### src/sv/mscell_pkg.sv
// Shared types, tables and constants of the marching-squares cell triangulator.
package mscell_pkg;

  localparam int unsigned CornerW = 7;
  localparam int unsigned OffW    = 20;
  localparam int unsigned CoordW  = 21;
  localparam int unsigned PtW     = 9;   // cell point coordinate, 0..256
  localparam int unsigned LocW    = 10;  // signed cell-local coordinate
  localparam int unsigned AmtW    = 8;   // interpolation shift, 0..128
  localparam int unsigned VidxW   = 4;   // vertex index, 0..11
  localparam int unsigned StepW   = 3;   // divider step, 0..7
  localparam int unsigned CfgIdxW = 2;

  localparam logic [CfgIdxW-1:0] RegMaxValue    = 2'd0;
  localparam logic [CfgIdxW-1:0] RegInterpolate = 2'd1;

  localparam logic [CornerW-1:0] MaxValueReset = 7'd127;
  localparam logic [StepW-1:0]   DivLastStep   = 3'd7;

  localparam logic [VidxW-1:0] CaseLen [16] = '{
    4'd0, 4'd3, 4'd3, 4'd6, 4'd3, 4'd12, 4'd6, 4'd9,
    4'd3, 4'd6, 4'd12, 4'd9, 4'd6, 4'd9, 4'd9, 4'd6
  };

  localparam logic [2:0] CasePts [16][12] = '{
    '{3'd0, 3'd0, 3'd0, 3'd0, 3'd0, 3'd0, 3'd0, 3'd0, 3'd0, 3'd0, 3'd0, 3'd0},
    '{3'd5, 3'd6, 3'd7, 3'd0, 3'd0, 3'd0, 3'd0, 3'd0, 3'd0, 3'd0, 3'd0, 3'd0},
    '{3'd3, 3'd4, 3'd5, 3'd0, 3'd0, 3'd0, 3'd0, 3'd0, 3'd0, 3'd0, 3'd0, 3'd0},
    '{3'd4, 3'd6, 3'd7, 3'd7, 3'd3, 3'd4, 3'd0, 3'd0, 3'd0, 3'd0, 3'd0, 3'd0},
    '{3'd1, 3'd2, 3'd3, 3'd0, 3'd0, 3'd0, 3'd0, 3'd0, 3'd0, 3'd0, 3'd0, 3'd0},
    '{3'd6, 3'd7, 3'd1, 3'd6, 3'd1, 3'd2, 3'd6, 3'd2, 3'd3, 3'd6, 3'd3, 3'd5},
    '{3'd1, 3'd2, 3'd4, 3'd4, 3'd5, 3'd1, 3'd0, 3'd0, 3'd0, 3'd0, 3'd0, 3'd0},
    '{3'd4, 3'd6, 3'd7, 3'd4, 3'd7, 3'd1, 3'd4, 3'd1, 3'd2, 3'd0, 3'd0, 3'd0},
    '{3'd0, 3'd1, 3'd7, 3'd0, 3'd0, 3'd0, 3'd0, 3'd0, 3'd0, 3'd0, 3'd0, 3'd0},
    '{3'd5, 3'd6, 3'd0, 3'd0, 3'd1, 3'd5, 3'd0, 3'd0, 3'd0, 3'd0, 3'd0, 3'd0},
    '{3'd0, 3'd1, 3'd3, 3'd0, 3'd3, 3'd4, 3'd0, 3'd4, 3'd5, 3'd0, 3'd5, 3'd7},
    '{3'd6, 3'd0, 3'd1, 3'd6, 3'd1, 3'd3, 3'd6, 3'd3, 3'd4, 3'd0, 3'd0, 3'd0},
    '{3'd0, 3'd2, 3'd3, 3'd3, 3'd7, 3'd0, 3'd0, 3'd0, 3'd0, 3'd0, 3'd0, 3'd0},
    '{3'd0, 3'd2, 3'd3, 3'd0, 3'd3, 3'd5, 3'd0, 3'd5, 3'd6, 3'd0, 3'd0, 3'd0},
    '{3'd2, 3'd4, 3'd5, 3'd2, 3'd5, 3'd7, 3'd2, 3'd7, 3'd0, 3'd0, 3'd0, 3'd0},
    '{3'd0, 3'd2, 3'd6, 3'd6, 3'd2, 3'd4, 3'd0, 3'd0, 3'd0, 3'd0, 3'd0, 3'd0}
  };

  localparam logic [PtW-1:0] PtX [8] = '{
    9'd0, 9'd0, 9'd0, 9'd128, 9'd256, 9'd256, 9'd256, 9'd128
  };
  localparam logic [PtW-1:0] PtY [8] = '{
    9'd0, 9'd128, 9'd256, 9'd256, 9'd256, 9'd128, 9'd0, 9'd0
  };

  // point index of each corner slot: origin, up, diag, right
  localparam logic [2:0] CornerPt [4] = '{3'd0, 3'd2, 3'd4, 3'd6};

  typedef struct packed {
    logic [CornerW-1:0] max_value;
    logic               interpolate_enable;
  } cfg_t;

  typedef struct packed {
    logic             load;
    logic             div_step;
    logic             div_first;
    logic             emit;
    logic             last;
    logic [VidxW-1:0] vidx;
  } cmd_t;

  typedef struct packed {
    logic             in_empty;
    logic [VidxW-1:0] len;
  } status_t;

endpackage

### src/sv/marching_squares_cell_triangulator_top.sv
// Top level of the marching-squares cell triangulator.
// From the start beat the cell runs through a load step, eight divider steps (one quotient bit
// each), then one vertex beat per cycle for each of the cell's vertices.
// A new cell is taken only once the sequencer is idle again; an all-zero cell gives no vertex beats.
// Each vertex beat shows for one cycle with vert_valid_o high; the receiver cannot stall.
// Reset (rst_ni low, asynchronous) drops any cell in flight; max_value 127, interpolate on.
module marching_squares_cell_triangulator_top import mscell_pkg::*; (
  input  logic                      clk_i,
  input  logic                      rst_ni,
  // command channel
  input  logic                      start_i,
  output logic                      busy_o,
  input  logic        [CornerW-1:0] corner_origin_i,
  input  logic        [CornerW-1:0] corner_up_i,
  input  logic        [CornerW-1:0] corner_diag_i,
  input  logic        [CornerW-1:0] corner_right_i,
  input  logic signed [OffW-1:0]    offset_x_i,
  input  logic signed [OffW-1:0]    offset_y_i,
  // configuration write channel
  input  logic                      cfg_valid_i,
  output logic                      cfg_ready_o,
  input  logic        [CfgIdxW-1:0] cfg_index_i,
  input  logic        [CornerW-1:0] cfg_data_i,
  // vertex results
  output logic                      vert_valid_o,
  output logic signed [CoordW-1:0]  vert_x_o,
  output logic signed [CoordW-1:0]  vert_y_o,
  output logic                      last_vertex_o
);

  cfg_t    cfg;
  cmd_t    cmd;
  status_t status;
  logic    start_acc;

  // Take configuration beats at any time; a cell in flight keeps the settings
  // captured at its start beat.
  assign cfg_ready_o = 1'b1;

  // Accept a cell only while the sequencer is idle.
  assign start_acc = start_i && !busy_o;

  mscell_cfg u_cfg (
    .clk_i      (clk_i),
    .rst_ni     (rst_ni),
    .wr_en_i    (cfg_valid_i && cfg_ready_o),
    .wr_index_i (cfg_index_i),
    .wr_data_i  (cfg_data_i),
    .cfg_o      (cfg)
  );

  mscell_ctrl u_ctrl (
    .clk_i    (clk_i),
    .rst_ni   (rst_ni),
    .start_i  (start_acc),
    .status_i (status),
    .cmd_o    (cmd),
    .busy_o   (busy_o)
  );

  // Datapath: hold the cell, run the dividers, register each vertex beat.
  mscell_dp u_dp (
    .clk_i           (clk_i),
    .rst_ni          (rst_ni),
    .cfg_i           (cfg),
    .cmd_i           (cmd),
    .corner_origin_i (corner_origin_i),
    .corner_up_i     (corner_up_i),
    .corner_diag_i   (corner_diag_i),
    .corner_right_i  (corner_right_i),
    .offset_x_i      (offset_x_i),
    .offset_y_i      (offset_y_i),
    .status_o        (status),
    .vert_x_o        (vert_x_o),
    .vert_y_o        (vert_y_o),
    .last_vertex_o   (last_vertex_o),
    .vert_valid_o    (vert_valid_o)
  );

endmodule

### src/sv/mscell_cfg.sv
// Configuration registers of the cell triangulator.
module mscell_cfg import mscell_pkg::*; (
  input  logic               clk_i,
  input  logic               rst_ni,
  input  logic               wr_en_i,
  input  logic [CfgIdxW-1:0] wr_index_i,
  input  logic [CornerW-1:0] wr_data_i,
  output cfg_t               cfg_o
);

  logic [CornerW-1:0] max_value_q;
  logic               interp_q;

  always_ff @(posedge clk_i or negedge rst_ni) begin
    if (!rst_ni) begin
      max_value_q <= MaxValueReset;
      interp_q    <= 1'b1;
    end else if (wr_en_i) begin
      if (wr_index_i == RegMaxValue) begin
        max_value_q <= wr_data_i;
      end
      if (wr_index_i == RegInterpolate) begin
        interp_q <= wr_data_i[0];
      end
    end
  end

  assign cfg_o.max_value          = max_value_q;
  assign cfg_o.interpolate_enable = interp_q;

endmodule

### src/sv/mscell_ctrl.sv
// Sequencer for one cell: divider steps, then one vertex beat per cycle.
module mscell_ctrl import mscell_pkg::*; (
  input  logic    clk_i,
  input  logic    rst_ni,
  input  logic    start_i,
  input  status_t status_i,
  output cmd_t    cmd_o,
  output logic    busy_o
);

  typedef enum logic [1:0] {
    StIdle,
    StDiv,
    StEmit
  } state_e;

  state_e           state_q;
  logic [StepW-1:0] step_q;
  logic [VidxW-1:0] vidx_q;
  logic             last_w;

  assign busy_o = (state_q != StIdle);
  assign last_w = (vidx_q == (status_i.len - 4'd1));

  always_comb begin
    cmd_o           = '0;
    cmd_o.load      = (state_q == StIdle) && start_i;
    cmd_o.div_step  = (state_q == StDiv);
    cmd_o.div_first = (step_q == '0);
    cmd_o.emit      = (state_q == StEmit);
    cmd_o.last      = last_w;
    cmd_o.vidx      = vidx_q;
  end

  always_ff @(posedge clk_i or negedge rst_ni) begin
    if (!rst_ni) begin
      state_q <= StIdle;
      step_q  <= '0;
      vidx_q  <= '0;
    end else begin
      unique case (state_q)
        StIdle: begin
          step_q <= '0;
          vidx_q <= '0;
          if (start_i && !status_i.in_empty) begin
            state_q <= StDiv;
          end
        end
        StDiv: begin
          step_q <= step_q + 3'd1;
          if (step_q == DivLastStep) begin
            state_q <= StEmit;
          end
        end
        StEmit: begin
          vidx_q <= vidx_q + 4'd1;
          if (last_w) begin
            state_q <= StIdle;
          end
        end
        default: state_q <= StIdle;
      endcase
    end
  end

endmodule

### src/sv/mscell_dp.sv
// Datapath: corner capture, four shift dividers and the vertex output register.
module mscell_dp import mscell_pkg::*; (
  input  logic                      clk_i,
  input  logic                      rst_ni,
  input  cfg_t                      cfg_i,
  input  cmd_t                      cmd_i,
  input  logic        [CornerW-1:0] corner_origin_i,
  input  logic        [CornerW-1:0] corner_up_i,
  input  logic        [CornerW-1:0] corner_diag_i,
  input  logic        [CornerW-1:0] corner_right_i,
  input  logic signed [OffW-1:0]    offset_x_i,
  input  logic signed [OffW-1:0]    offset_y_i,
  output status_t                   status_o,
  output logic signed [CoordW-1:0]  vert_x_o,
  output logic signed [CoordW-1:0]  vert_y_o,
  output logic                      last_vertex_o,
  output logic                      vert_valid_o
);

  logic [CornerW-1:0] corner_in [4];
  logic [CornerW-1:0] corner_q  [4];
  logic [CornerW-1:0] mx_w;
  logic [CornerW-1:0] mx_q;
  logic [3:0]         case_in;
  logic [3:0]         case_q;
  logic               interp_q;
  logic signed [OffW-1:0] off_x_q;
  logic signed [OffW-1:0] off_y_q;

  // divider lanes, one per corner slot
  logic [AmtW-1:0] rem_q [4];
  logic [AmtW-1:0] quo_q [4];

  logic signed [CoordW-1:0] vx_d;
  logic signed [CoordW-1:0] vy_d;
  logic signed [CoordW-1:0] vx_q;
  logic signed [CoordW-1:0] vy_q;
  logic                     last_q;
  logic                     valid_q;

  assign corner_in[0] = corner_origin_i;
  assign corner_in[1] = corner_up_i;
  assign corner_in[2] = corner_diag_i;
  assign corner_in[3] = corner_right_i;

  assign mx_w    = (cfg_i.max_value == '0) ? 7'd1 : cfg_i.max_value;
  assign case_in = {corner_in[0] != '0, corner_in[1] != '0,
                    corner_in[2] != '0, corner_in[3] != '0};

  assign status_o.in_empty = (case_in == '0);
  assign status_o.len      = CaseLen[case_q];

  // Capture the cell and step the restoring dividers: quotient of
  // 128*(mx - c) / mx, top bit first without doubling.
  always_ff @(posedge clk_i) begin
    if (cmd_i.load) begin
      mx_q     <= mx_w;
      case_q   <= case_in;
      interp_q <= cfg_i.interpolate_enable;
      off_x_q  <= offset_x_i;
      off_y_q  <= offset_y_i;
      for (int i = 0; i < 4; i++) begin
        logic [CornerW-1:0] sat;
        sat = (corner_in[i] > mx_w) ? mx_w : corner_in[i];
        corner_q[i] <= sat;
        rem_q[i]    <= {1'b0, mx_w - sat};
        quo_q[i]    <= '0;
      end
    end else if (cmd_i.div_step) begin
      for (int i = 0; i < 4; i++) begin
        logic [AmtW-1:0] t;
        t = cmd_i.div_first ? rem_q[i] : {rem_q[i][AmtW-2:0], 1'b0};
        if (t >= {1'b0, mx_q}) begin
          rem_q[i] <= t - {1'b0, mx_q};
          quo_q[i] <= {quo_q[i][AmtW-2:0], 1'b1};
        end else begin
          rem_q[i] <= t;
          quo_q[i] <= {quo_q[i][AmtW-2:0], 1'b0};
        end
      end
    end
  end

  // Vertex position for the current index.
  always_comb begin
    logic [2:0]            p;
    logic [1:0]            prev;
    logic [1:0]            nxt;
    logic [1:0]            tgt;
    logic [2:0]            tp;
    logic signed [LocW-1:0] x;
    logic signed [LocW-1:0] y;
    logic signed [LocW-1:0] amt;
    p    = CasePts[case_q][cmd_i.vidx];
    prev = 2'((p - 3'd1) >> 1);
    nxt  = 2'((p + 3'd1) >> 1);
    tgt  = (corner_q[nxt] < corner_q[prev]) ? prev : nxt;
    tp   = CornerPt[tgt];
    amt  = signed'({2'b00, quo_q[tgt]});
    x    = signed'({1'b0, PtX[p]});
    y    = signed'({1'b0, PtY[p]});
    if (p[0] && interp_q) begin
      if (PtX[tp] > PtX[p]) begin
        x = x + amt;
      end else if (PtX[tp] < PtX[p]) begin
        x = x - amt;
      end
      if (PtY[tp] > PtY[p]) begin
        y = y + amt;
      end else if (PtY[tp] < PtY[p]) begin
        y = y - amt;
      end
    end
    vx_d = {off_x_q[OffW-1], off_x_q} + {{(CoordW-LocW){x[LocW-1]}}, x};
    vy_d = {off_y_q[OffW-1], off_y_q} + {{(CoordW-LocW){y[LocW-1]}}, y};
  end

  always_ff @(posedge clk_i) begin
    if (cmd_i.emit) begin
      vx_q   <= vx_d;
      vy_q   <= vy_d;
      last_q <= cmd_i.last;
    end
  end

  always_ff @(posedge clk_i or negedge rst_ni) begin
    if (!rst_ni) begin
      valid_q <= 1'b0;
    end else begin
      valid_q <= cmd_i.emit;
    end
  end

  assign vert_x_o      = vx_q;
  assign vert_y_o      = vy_q;
  assign last_vertex_o = last_q;
  assign vert_valid_o  = valid_q;

endmodule
### config.mk
export PLATFORM = sky130hd
export DESIGN_NAME = marching_squares_cell_triangulator_top
export DESIGN_NICKNAME = d
export VERILOG_FILES = /design/src/sv/mscell_pkg.sv /design/src/sv/marching_squares_cell_triangulator_top.sv /design/src/sv/mscell_cfg.sv /design/src/sv/mscell_ctrl.sv /design/src/sv/mscell_dp.sv
export SDC_FILE = /design/constraint.sdc
export NUM_CORES = 1
export LEC_CHECK = 0
export BUFFER_PORTS_ARGS = -buffer_cell sky130_fd_sc_hd__buf_4
export CORE_MARGIN = 5
export CORE_UTILIZATION = 30
export DETAILED_ROUTE_END_ITERATION = 8
export GPL_TIMING_DRIVEN = 0
export PLACE_DENSITY = 0.54
export SLEW_MARGIN = 0
export SYNTH_ARGS = -nofsm -noshare
export SYNTH_HDL_FRONTEND = slang
export SYNTH_SLANG_ARGS = --single-unit
export TNS_END_PERCENT = 5
### constraint.sdc
create_clock -name clk_i -period 12.1 [get_ports clk_i]
set_input_delay 0.605 -clock clk_i [delete_from_list [all_inputs] [get_ports clk_i]]
set_output_delay 0.605 -clock clk_i [all_outputs]
set_load 0.05 [all_outputs]
==> flow_summary.toml <==
[setup_path]
crit_fanout = 10
start_kind = "register"
slowest_stage = "a21oi_1"
r2r_setup_slack_ns = 1.01
cp-end-kind = "register"
max_stage_delay_ns = 0.62
path_class = "reg2reg"
critPathRequiredTime_ns = 12.52
cp.arrival_ns = 11.52
cpMostUsedCell = "ha_1"

[synth]
synth_cell_types = 87
async_flop_share = 0.0878
yosysSeqAreaShare = 0.394
netlist_area_um2 = 15400
synth.net_count = 1750
synth.ff_latch_count = 205
synth_edf_count = 187
netlist_instances = 1505
yosysWarnings = 0
synthFlopType = "edfxtp_1"
syn_avg_cell_area_um2 = 10.3

[routing]
drcViolationCount = 0
viasPerCell = 5.09
vias = 12000
antenna_left = 0
wl_per_cell_um = 17.7
routed_wl_um = 41800
first_iter_violations = 910
drt_first_pass_iters = 5

[hold_path]
hp-class = "in2reg"

[global_routing]
grt_pass1_vias = 12200
grt_pass1_wl_um = 66600
grt.total_usage = 0.145
antenna_found_initial = 0
grt_overflow = 0
grt_start_max_net_pins = 62

[power_and_ir_drop]
p_leak_nw = 7.59
vdd_ir_drop_max_uv = 179
power_per_cell_area_nw_per_um2 = 274

[place]
place.gp.congestion = 0.897
port_buffers = 125
placedCellCount = 2313
hpwl_um = 32000

[sta]
timing.final.crit_period_ns = 11.09
hold_viol_final = 0
post-route-period-util = 0.917
tightest_slew_ns = 0.870
holdWs_ns = 0.224
rsz0062_at_grt = "no"
setup_viol = 0
slew_headroom = 0.420
fin_skew_ns = 0.0175
fmax_mhz = 90.1
fin_setup_tns_ns = 0
drv_slew = 0

[clocking]
path_clk_slew_ns = 0.06
htreeDepth = 1
cts_sinks = 205
root_buffer = "clkbuf_16"
cts_tree = "built"
clockBufferDepth = 3
cts-buffers-inserted = 27
clk_latency_ns = 0.56

[cells_and_area]
antenna-diode-count = 0
fin_util = 0.355
synthToLayoutAreaGrowth_pct = 17.7
nNetsFinal = 1907
drive_above_1_share = 0.150
fin_cells = 2359
layout_commonest_cell = "edfxtp_1"
final_cell_mix = "edfxtp_1, ha_1, nand2_1, buf_4, nor2_1"

[floorplanning]
die-area_um2 = 56100
die_h_um = 237
start_util = 0.302
core_area_um2 = 51200
rows = 83
die_width_um = 237
ios = 127

[job]
timing.max_cap.violations = 0

[outcome]
run_status = "finished, final reports clean"
metal layers:
| metal | vias to the layer above | part of all wire | global-route usage |
|---|---|---|---|
| met5 | - | 0 | 0 |
| met4 | 0 | 0.021 | 0.0297 |
| met3 | 47 | 0.057 | 0.0234 |
| met2 | 292 | 0.47 | 0.244 |
| met1 | 5828 | 0.45 | 0.198 |
| li1 | 5850 | - | - |
power by group:
part | internal (mW) | switching (mW)
logic | 1.23 | 1.77
registers | 1.09 | 0.103
clock network | 0.468 | 0.320
total | 2.79 | 2.19
sequential cells by signal (all words and copies together) (netlist names), 2 cells and up:
| signal | flops |
|---|---|
| u_ctrl.step_q | 3 |
| u_ctrl.state_q | 2 |
| u_dp.off_x_q | 20 |
| u_dp.vert_x_o | 21 |
| u_dp.corner_q | 28 |
| u_dp.case_q | 4 |
| u_dp.vert_y_o | 21 |
| u_dp.quo_q | 32 |
| u_dp.rem_q | 32 |
| u_ctrl.vidx_q | 4 |
| u_dp.mx_q | 7 |
| u_cfg.max_value_q | 7 |
| u_dp.off_y_q | 20 |
cells by family (layout without fill, tap and decap cells):
logic type | after synthesis | after routing | synth area share
and+or+nand+nor | 467 | 467 | 0.152
AOI/OAI and AO/OA | 340 | 340 | 0.143
DFF | 205 | 205 | 0.394
adders and majority gates | 164 | 164 | 0.138
buffers and inverters | 148 | 322 | 0.0387
muxes | 95 | 95 | 0.0862
xor gates and xnor gates | 85 | 85 | 0.0482
other | 1 | 1 | 0.000243
worst max-delay path: cells and delay by family (launching register included):
kind,cells,cell delay (ns)
muxes,2,0.74
and+or+nand+nor,9,1.79
DFF,1,0.58
adders and majority gates,5,1.35
buffers and inverters,7,1.57
AOI/OAI and AO/OA,19,4.92
through the flow:
stage | total power, mW | area (um^2) | setup slack, ns
after floorplan | 3.45 | 15400 | 2.37
after global placement | 4.13 | 17200 | 0.105
after detailed placement | 4.19 | 17300 | 0.00609
after CTS | 5.01 | 18200 | 0.00376
after global routing | 5.41 | 18200 | 0.0717
final | 4.98 | 18200 | 1.01
path summary, 6_finish.rpt:
path,from,end,depth (start not counted)
hold reg to reg,u_ctrl.step_q[0]$_DFFE_PN0P_,u_ctrl.step_q[0]$_DFFE_PN0P_,1
setup / recovery,u_dp.case_q[1]$_DFFE_PP_,u_dp.vert_x_o[20]$_DFFE_PP_,42
max in group asynchronous,rst_ni,u_cfg.max_value_q[4]$_DFFE_PN1P_,2
setup reg to reg,u_dp.case_q[1]$_DFFE_PP_,u_dp.vert_x_o[20]$_DFFE_PP_,42
min in group asynchronous,rst_ni,u_ctrl.vidx_q[1]$_DFFE_PN0P_,2
hold / removal,offset_y_i[17],u_dp.off_y_q[17]$_DFFE_PP_,1
final cells by class:
cell class / instances / area, um^2
clock buffer: 29 / 683
timing repair buffer: 129 / 1020
inverter: 85 / 322
clock inverter: 17 / 169
tap: 680 / 851
fill: 5084 / 33000
multi-input combinational: 1152 / 8770
sequential: 205 / 6080
buffer: 62 / 277
Yosys cell counts (7+ instances only):
| cell type | instances | share of area |
|---|---|---|
| a211oi_1 | 8 | 0.0039 |
| a21o_1 | 41 | 0.020 |
| a21oi_1 | 81 | 0.026 |
| a31oi_1 | 15 | 0.0061 |
| and2_1 | 37 | 0.015 |
| and3_1 | 8 | 0.0032 |
| buf_2 | 7 | 0.0023 |
| clkbuf_1 | 45 | 0.011 |
| dfrtp_1 | 10 | 0.016 |
| dfstp_2 | 8 | 0.014 |
| edfxtp_1 | 187 | 0.36 |
| fa_1 | 10 | 0.013 |
| ha_1 | 154 | 0.12 |
| inv_1 | 84 | 0.020 |
| mux2_2 | 13 | 0.0095 |
| mux2i_1 | 53 | 0.034 |
| mux4_2 | 29 | 0.042 |
| nand2_1 | 134 | 0.033 |
| nand2b_1 | 40 | 0.016 |
| nand3_1 | 26 | 0.0084 |
| nand4_1 | 9 | 0.0036 |
| nor2_1 | 95 | 0.023 |
| nor2b_1 | 46 | 0.019 |
| nor3_1 | 29 | 0.0094 |
| nor4_1 | 10 | 0.0041 |
| o211ai_1 | 9 | 0.0044 |
| o21a_1 | 16 | 0.0078 |
| o21ai_0 | 94 | 0.030 |
| xnor2_1 | 67 | 0.038 |
| xor2_1 | 18 | 0.010 |
repair_timing:
item / 4_1_cts / 5_1_grt
hold buffers: 1 / 0
setup buffers: 0 / 0
resized for setup: 0 / 3
endpoints found under the setup margin: 0 / 17
hold endpoints to repair: 10 / 0
(Power assumes the default switching activity.)
